File: config.mk
export PLATFORM = sky130hd
export DESIGN_NAME = gpib_acceptor_handshake
export DESIGN_NICKNAME = d
export VERILOG_FILES = /design/src/design/gpib_ah_pkg.sv /design/src/design/gpib_acceptor_handshake.sv /design/src/design/gpib_ah_cfg.sv /design/src/design/gpib_ah_core.sv
export SDC_FILE = /design/constraint.sdc
export NUM_CORES = 1
export LEC_CHECK = 0
export BUFFER_PORTS_ARGS = -buffer_cell sky130_fd_sc_hd__buf_2
export CELL_PAD_IN_SITES_DETAIL_PLACEMENT = 0
export CELL_PAD_IN_SITES_GLOBAL_PLACEMENT = 1
export CORE_ASPECT_RATIO = 0.6
export CORE_MARGIN = 2
export CORE_UTILIZATION = 47
export DETAILED_ROUTE_END_ITERATION = 10
export GPL_ROUTABILITY_DRIVEN = 0
export PLACE_DENSITY = 0.91
export SLEW_MARGIN = 10
export SYNTH_ARGS = -nofsm -noshare
export SYNTH_HDL_FRONTEND = slang
export SYNTH_HIERARCHICAL = 1
export SYNTH_SLANG_ARGS = --single-unit
File: constraint.sdc
create_clock -name i_clk -period 5 [get_ports i_clk]
set_clock_uncertainty 0.1 [all_clocks]
set_input_delay 0.25 -clock i_clk [delete_from_list [all_inputs] [get_ports i_clk]]
set_output_delay 0.25 -clock i_clk [all_outputs]
set_load 0.005 [all_outputs]
File: src/design/gpib_ah_pkg.sv
// Package for the GPIB acceptor handshake: payload and config structs,
// handshake phase codes, register indexes and protocol constants.
// No dependencies.
`default_nettype none

package gpib_ah_pkg;

    localparam int CMD_BUF_LEN_DEF = 64;

    localparam int CFG_IDX_W  = 3;
    localparam int CFG_DATA_W = 16;

    // Configuration register indexes
    localparam logic [CFG_IDX_W-1:0] REG_BINARY_MODE = 3'd0;
    localparam logic [CFG_IDX_W-1:0] REG_EOT_ENABLE  = 3'd1;
    localparam logic [CFG_IDX_W-1:0] REG_EOT_CHAR    = 3'd2;
    localparam logic [CFG_IDX_W-1:0] REG_DAV_TIMEOUT = 3'd3;
    localparam logic [CFG_IDX_W-1:0] REG_EOI_TIMEOUT = 3'd4;
    localparam logic [CFG_IDX_W-1:0] REG_MAX_BYTES   = 3'd5;

    // Handshake phases
    localparam logic [3:0] PH_IDLE          = 4'd0;
    localparam logic [3:0] PH_START         = 4'd1;
    localparam logic [3:0] PH_ACCEPT        = 4'd2;
    localparam logic [3:0] PH_WAIT_DAV      = 4'd3;
    localparam logic [3:0] PH_DAV_LOW       = 4'd4;
    localparam logic [3:0] PH_WAIT_DAV_HIGH = 4'd5;
    localparam logic [3:0] PH_DAV_HIGH      = 4'd6;
    localparam logic [3:0] PH_EOI           = 4'd7;
    localparam logic [3:0] PH_DAV_TIMEOUT   = 4'd8;
    localparam logic [3:0] PH_FINISH        = 4'd9;

    localparam logic [7:0] CHAR_LF       = 8'h0a;
    localparam logic [7:0] CMD_LISTEN    = 8'h20;
    localparam logic [7:0] CMD_UNLISTEN  = 8'h3f;
    localparam logic [7:0] EOT_CHAR_RST  = 8'h0a;
    localparam logic [15:0] DAV_TMO_RST  = 16'd2000;
    localparam logic [15:0] EOI_TMO_RST  = 16'd1000;
    localparam logic [7:0] MAX_BYTES_RST = 8'd254;

    typedef struct packed {
        logic       start_req;
        logic       dav_n;
        logic       eoi_n;
        logic       atn_n;
        logic [7:0] dio_n;
    } t_in;

    typedef struct packed {
        logic       nrfd_low;
        logic       ndac_low;
        logic       byte_valid;
        logic [7:0] byte_value;
        logic       byte_is_command;
        logic       listen_active;
        logic       done_res;
        logic       timed_out;
        logic [7:0] byte_count;
    } t_out;

    typedef struct packed {
        logic        binary_mode;
        logic        eot_enable;
        logic [7:0]  eot_char;
        logic [15:0] dav_timeout;
        logic [15:0] eoi_timeout;
        logic [7:0]  max_bytes;
    } t_cfg;

    typedef struct packed {
        logic [3:0]  phase;
        logic [15:0] dav_wait_left;
        logic [15:0] eoi_wait_left;
        logic [7:0]  received_count;
        logic [7:0]  last_byte;
        logic        eoi_latched;
        logic        listening_flag;
        logic        command_mode;
        logic        drive_nrfd;
        logic        drive_ndac;
    } t_state;

    localparam t_state STATE_RST = '{
        phase:          PH_IDLE,
        dav_wait_left:  16'd0,
        eoi_wait_left:  16'd0,
        received_count: 8'd0,
        last_byte:      8'd0,
        eoi_latched:    1'b1,
        listening_flag: 1'b0,
        command_mode:   1'b0,
        drive_nrfd:     1'b0,
        drive_ndac:     1'b0
    };

endpackage

`default_nettype wire

File: src/design/gpib_acceptor_handshake.sv
// Top level of the GPIB acceptor handshake: input register, handshake state,
// result register. Depends on gpib_ah_pkg, gpib_ah_cfg and gpib_ah_core.
//
//   channel  direction  handshake                 payload
//   in       to block   i_in_valid / o_in_ready   i_in_data   (t_in)
//   out      from block o_out_valid / i_out_ready o_out_data  (t_out)
//   cfg      to block   i_cfg_valid / o_cfg_ready i_cfg_index, i_cfg_data
//
// One result per bus sample; a sample is taken every cycle while the result
// side keeps up. A sample passes the input register, then the state update
// and result register in one pass. A stalled result holds the pipe; the input
// register refills in the cycle the result is taken. Reset is synchronous,
// active low, and returns the handshake to idle with both lines released.
`default_nettype none

module gpib_acceptor_handshake
    import gpib_ah_pkg::*;
#(
    parameter int CMD_BUF_LEN = CMD_BUF_LEN_DEF
) (
    input  wire logic                  i_clk,
    input  wire logic                  i_rst_n,
    input  wire logic                  i_in_valid,
    output logic                       o_in_ready,
    input  wire t_in                   i_in_data,
    output logic                       o_out_valid,
    input  wire logic                  i_out_ready,
    output t_out                       o_out_data,
    input  wire logic                  i_cfg_valid,
    output logic                       o_cfg_ready,
    input  wire logic [CFG_IDX_W-1:0]  i_cfg_index,
    input  wire logic [CFG_DATA_W-1:0] i_cfg_data
);

    localparam int CW = $clog2(CMD_BUF_LEN);

    t_cfg          cfg;
    t_in           r_in;
    logic          r_in_vld;
    t_state        r_st;
    t_state        n_st;
    logic [CW-1:0] r_cmd_cnt;
    logic [CW-1:0] n_cmd_cnt;
    t_out          r_out;
    t_out          n_out;
    logic          r_out_vld;
    logic          advance;

    assign o_cfg_ready = 1'b1;

    gpib_ah_cfg u_cfg (
        .i_clk   (i_clk),
        .i_rst_n (i_rst_n),
        .i_we    (i_cfg_valid),
        .i_index (i_cfg_index),
        .i_data  (i_cfg_data),
        .o_cfg   (cfg)
    );

    gpib_ah_core #(
        .CMD_BUF_LEN (CMD_BUF_LEN)
    ) u_core (
        .i_item    (r_in),
        .i_cfg     (cfg),
        .i_st      (r_st),
        .i_cmd_cnt (r_cmd_cnt),
        .o_st      (n_st),
        .o_cmd_cnt (n_cmd_cnt),
        .o_res     (n_out)
    );

    // advance the sample when the result slot is free or being emptied
    assign advance    = r_in_vld && (!r_out_vld || i_out_ready);
    assign o_in_ready = !r_in_vld || advance;

    always_ff @(posedge i_clk) begin
        if (!i_rst_n) begin
            r_in_vld  <= 1'b0;
            r_out_vld <= 1'b0;
            r_st      <= STATE_RST;
            r_cmd_cnt <= '0;
        end else begin
            if (o_in_ready) r_in_vld <= i_in_valid;
            if (advance) begin
                r_st      <= n_st;
                r_cmd_cnt <= n_cmd_cnt;
                r_out_vld <= 1'b1;
            end else if (i_out_ready) begin
                r_out_vld <= 1'b0;
            end
        end
    end

    always_ff @(posedge i_clk) begin
        if (o_in_ready && i_in_valid) r_in  <= i_in_data;
        if (advance)                  r_out <= n_out;
    end

    assign o_out_valid = r_out_vld;
    assign o_out_data  = r_out;

    a_tmo_with_done: assert property (@(posedge i_clk) disable iff (!i_rst_n)
        o_out_valid && o_out_data.timed_out |-> o_out_data.done_res)
        else $error("timeout flagged without done");

    a_cmd_needs_byte: assert property (@(posedge i_clk) disable iff (!i_rst_n)
        o_out_valid && o_out_data.byte_is_command |-> o_out_data.byte_valid)
        else $error("command flag without a byte");

    a_done_to_idle: assert property (@(posedge i_clk) disable iff (!i_rst_n)
        advance && n_out.done_res |=> r_st.phase == PH_IDLE)
        else $error("receive finished but handshake not idle");

    a_in_hold: assert property (@(posedge i_clk) disable iff (!i_rst_n)
        r_in_vld && !advance |=> r_in_vld && $stable(r_in))
        else $error("held sample lost");

endmodule

`default_nettype wire

File: src/design/gpib_ah_cfg.sv
// Configuration register file for the GPIB acceptor handshake.
// Depends on gpib_ah_pkg.
`default_nettype none

module gpib_ah_cfg
    import gpib_ah_pkg::*;
(
    input  wire logic                  i_clk,
    input  wire logic                  i_rst_n,
    input  wire logic                  i_we,
    input  wire logic [CFG_IDX_W-1:0]  i_index,
    input  wire logic [CFG_DATA_W-1:0] i_data,
    output t_cfg                       o_cfg
);

    t_cfg r_cfg;

    always_ff @(posedge i_clk) begin
        if (!i_rst_n) begin
            r_cfg.binary_mode <= 1'b0;
            r_cfg.eot_enable  <= 1'b0;
            r_cfg.eot_char    <= EOT_CHAR_RST;
            r_cfg.dav_timeout <= DAV_TMO_RST;
            r_cfg.eoi_timeout <= EOI_TMO_RST;
            r_cfg.max_bytes   <= MAX_BYTES_RST;
        end else if (i_we) begin
            case (i_index)
                REG_BINARY_MODE: r_cfg.binary_mode <= i_data[0];
                REG_EOT_ENABLE:  r_cfg.eot_enable  <= i_data[0];
                REG_EOT_CHAR:    r_cfg.eot_char    <= i_data[7:0];
                REG_DAV_TIMEOUT: r_cfg.dav_timeout <= i_data;
                REG_EOI_TIMEOUT: r_cfg.eoi_timeout <= i_data;
                REG_MAX_BYTES:   r_cfg.max_bytes   <= i_data[7:0];
                default: begin
                end
            endcase
        end
    end

    assign o_cfg = r_cfg;

endmodule

`default_nettype wire

File: src/design/gpib_ah_core.sv
// Next-state and result logic of the acceptor handshake for one bus sample.
// Depends on gpib_ah_pkg.
`default_nettype none

module gpib_ah_core
    import gpib_ah_pkg::*;
#(
    parameter int CMD_BUF_LEN = CMD_BUF_LEN_DEF,
    localparam int CW = $clog2(CMD_BUF_LEN)
) (
    input  wire t_in         i_item,
    input  wire t_cfg        i_cfg,
    input  wire t_state      i_st,
    input  wire logic [CW-1:0] i_cmd_cnt,
    output t_state           o_st,
    output logic [CW-1:0]    o_cmd_cnt,
    output t_out             o_res
);

    localparam logic [CW-1:0] CMD_MAX = CW'(CMD_BUF_LEN - 1);

    t_state     s;
    logic [CW-1:0] cnt;
    logic [7:0] b;
    logic       bv;
    logic [7:0] bval;
    logic       bcmd;
    logic       done;
    logic       tmo;

    always_comb begin
        s    = i_st;
        cnt  = i_cmd_cnt;
        b    = ~i_item.dio_n;
        bv   = 1'b0;
        bval = 8'd0;
        bcmd = 1'b0;
        done = 1'b0;
        tmo  = 1'b0;

        if (s.phase == PH_IDLE && i_item.start_req) begin
            s.phase          = PH_START;
            s.received_count = 8'd0;
            s.last_byte      = 8'd0;
        end

        if (s.phase != PH_IDLE) begin
            // end checks override the current phase
            if (s.received_count >= i_cfg.max_bytes) s.phase = PH_FINISH;
            if (s.received_count != 8'd0 && s.last_byte == CHAR_LF && !i_cfg.binary_mode)
                s.phase = PH_FINISH;

            case (s.phase)
                PH_START: begin
                    s.drive_nrfd = 1'b1;
                    s.drive_ndac = 1'b1;
                    s.phase      = PH_ACCEPT;
                end
                PH_ACCEPT: begin
                    s.drive_nrfd    = 1'b0;
                    s.dav_wait_left = i_cfg.dav_timeout;
                    s.phase         = PH_WAIT_DAV;
                end
                PH_WAIT_DAV: begin
                    if (!i_item.dav_n) s.phase = PH_DAV_LOW;
                    s.dav_wait_left = s.dav_wait_left - 16'd1;
                    if (s.dav_wait_left == 16'd0) s.phase = PH_DAV_TIMEOUT;
                end
                PH_DAV_LOW: begin
                    s.drive_nrfd  = 1'b1;
                    s.eoi_latched = i_item.eoi_n;
                    if (!i_item.atn_n) begin
                        s.command_mode = 1'b1;
                        if (b == CMD_LISTEN)   s.listening_flag = 1'b1;
                        if (b == CMD_UNLISTEN) s.listening_flag = 1'b0;
                    end
                    if (s.command_mode && cnt < CMD_MAX) cnt = cnt + CW'(1);
                    s.last_byte      = b;
                    s.received_count = s.received_count + 8'd1;
                    bv               = 1'b1;
                    bval             = b;
                    bcmd             = s.command_mode;
                    s.drive_ndac     = 1'b0;
                    s.phase          = PH_WAIT_DAV_HIGH;
                end
                PH_WAIT_DAV_HIGH: begin
                    if (i_item.dav_n) s.phase = PH_DAV_HIGH;
                end
                PH_DAV_HIGH: begin
                    s.drive_ndac = 1'b1;
                    if (!s.eoi_latched) begin
                        s.phase         = PH_EOI;
                        s.eoi_wait_left = i_cfg.eoi_timeout;
                        // append the end character if enabled and the byte limit is not yet reached
                        if (i_cfg.eot_enable && s.received_count < i_cfg.max_bytes) begin
                            s.last_byte      = i_cfg.eot_char;
                            s.received_count = s.received_count + 8'd1;
                            bv               = 1'b1;
                            bval             = i_cfg.eot_char;
                        end
                    end else begin
                        s.phase = PH_ACCEPT;
                    end
                end
                PH_EOI: begin
                    s.drive_ndac = 1'b0;
                    if (i_item.eoi_n) s.phase = PH_FINISH;
                    s.eoi_wait_left = s.eoi_wait_left - 16'd1;
                    if (s.eoi_wait_left == 16'd0) s.phase = PH_FINISH;
                    s.command_mode = 1'b0;
                end
                PH_DAV_TIMEOUT: begin
                    tmo            = 1'b1;
                    s.command_mode = 1'b0;
                    s.drive_nrfd   = 1'b1;
                    s.drive_ndac   = 1'b1;
                    done           = 1'b1;
                    s.phase        = PH_IDLE;
                end
                PH_FINISH: begin
                    s.drive_nrfd = 1'b1;
                    s.drive_ndac = 1'b1;
                    done         = 1'b1;
                    s.phase      = PH_IDLE;
                end
                default: begin
                    s.phase = PH_IDLE;
                end
            endcase
        end
    end

    assign o_st      = s;
    assign o_cmd_cnt = cnt;

    assign o_res.nrfd_low        = s.drive_nrfd;
    assign o_res.ndac_low        = s.drive_ndac;
    assign o_res.byte_valid      = bv;
    assign o_res.byte_value      = bval;
    assign o_res.byte_is_command = bcmd;
    assign o_res.listen_active   = s.listening_flag;
    assign o_res.done_res        = done;
    assign o_res.timed_out       = tmo;
    assign o_res.byte_count      = s.received_count;

endmodule

`default_nettype wire
==> run summary <==
Die Width - 175 µm
Status - complete, no violations
Setup TNS - 0 ns
Routed WL - 21.7 mm
Slew headroom - 0.185
Setup crit start - r_st[56]
CTS tree - built
Die area - 18700 µm²
Post-detail-place hpwl - 14.8 mm
Synthesized instance count - 941
Max-Cap Viols - 0
Net count, final - 1026
Pin count of the biggest net entering global routing - 105
Crit. End Element - register
Clk sink count - 144
Initial drt markers - 964
Vias in the first global route - 6429
Design Power - 2.72 mW
P&R area growth vs syn - 11.5%
H-tree levels - 4
WHS - 0.0258 ns
Yosys synthesis warning count - 6
Synthesized Nets - 990
Wire per inst - 17.7 µm
Clock-pin slew of the registers on the worst-case setup and hold paths - 0.07 ns
# DRC - 0
Initial antenna violation count - 0
Vias per cell - 5.77
Gr usage total - 0.239
CP required - 5.19 ns
Clock root cell - clkbuf_16
Crit path max fanout - 23
GRT overflow - 0
Final setup violation count - 0
Starting Density - 0.482
Global-route wire length before repair - 35.1 mm
Hold crit path type - input port to register
Post-route ant nets - 0
Clk buf depth - 2
Worst-Margin Slew - 1.21 ns
FP Rows - 37
Final period demand of the worst path - 4.27 ns
ANT cells - 0
Avg Cell Area, Syn - 8.79 µm²
Input/output buffers - 60
FILL cells - 1558
Area of the mapped netlist - 8270 µm²
Via count - 7062
LEAKAGE - 3.70 nW
Crit path arrival time - 4.47 ns
Most frequent cells in the layout - 204 x nand2_1, 109 x dfxtp_1, 108 x mux2i_1
Min-delay src - i_cfg_data[8]
Die height - 107 µm
PD cells - 295 nW/µm²
Peak VDD IR - 0.000226 V
RSZ-0062 raised after global routing - no
Max frequency - 0.234 GHz
RR Startpoint - r_st[56]
Total CTS buffers - 17
Share of cells above drive strength 1 - 0.129
Max Slew Vio Count - 0
Core area - 17200 µm²
Type of the worst setup path - register to register
Most common cell after layout, fill and taps aside - nand2_1
Fin crit share - 0.855
Clk Latency, worst-skew pair - 0.42 ns
1st-pass router iterations - 5
Final hold violations - 0
Worst setup SP type - register
I/O pin cnt - 62
==> flip-flops by register name, indices dropped and copies added (netlist names) <==
| name | cells |
|---|---|
| o_out_data | 23 |
| o_out_valid | 1 |
| u_cfg/o_cfg | 50 |
| r_in_vld | 1 |
| r_in | 12 |
| r_st | 57 |
==> routing by layer <==
metal | vias up | share of wire | wire length, µm | GRT usage
li1 | 3407 | - | - | -
met1 | 3309 | 0.51 | 11100 | 0.384
met2 | 330 | 0.39 | 8470 | 0.318
met3 | 16 | 0.090 | 1950 | 0.0553
met4 | 0 | 0.0072 | 157 | 0.0494
met5 | - | 0 | 0 | 0
==> power by group <==
group          switching [mW]  internal [mW]
clock network           0.511          0.715
registers              0.0234           1.22
logic                   0.153         0.0974
total                   0.688           2.03
==> per-stage QoR <==
stage	instances	util	setup slack, ns	cell area (µm²)
6_report	1224	0.537	0.726	9220
3_3_place_gp	1175	0.494	0.894	8490
3_5_place_dp	1175	0.494	0.784	8490
5_1_grt	1224	0.537	0.514	9220
2_1_floorplan	941	-	1.16	8270
4_1_cts	1224	0.537	0.794	9220
==> final cells by class <==
class                           count  area [µm²]  share of cell area
Timing Repair Buffer               92         586              0.0635
Sequential cell                   144        3230               0.351
Clock buffer                       20         458              0.0497
Tap cell                          234         293              0.0317
Clock inverter                     12         105              0.0114
Multi-Input combinational cell    690        4430               0.480
Inverter                           32         120              0.0130
==> worst max-delay path, stage by stage (launching register included) <==
cell and delay, ns:
dfxtp_1 0.40, nor4_4 0.34, nand2_1 0.21, and2_1 0.25, ha_1 0.32, and3_1 0.19
a21o_1 0.17, o31ai_1 0.28, or4b_1 0.55, buf_4 0.26, or3_1 0.52, a311o_1 0.41
nand2_1 0.06, mux2i_1 0.07
==> path summary, 6_finish.rpt <==
path	to	slack (ns)	depth (start not counted)
max	r_st[0]	0.73	13
min	u_cfg/o_cfg[16]	0.03	3
max reg2reg	r_st[0]	0.73	13
min reg2reg	u_cfg/o_cfg[20]	0.37	2
==> timing repair <==
| item | in CTS | in global routing |
|---|---|---|
| resized for setup | 0 | 0 |
| hold endpoints to repair | 17 | 0 |
| hold buffers | 17 | 0 |
| buffers inserted | 0 | 0 |
Note: power is estimated with default switching activity, not from simulation.
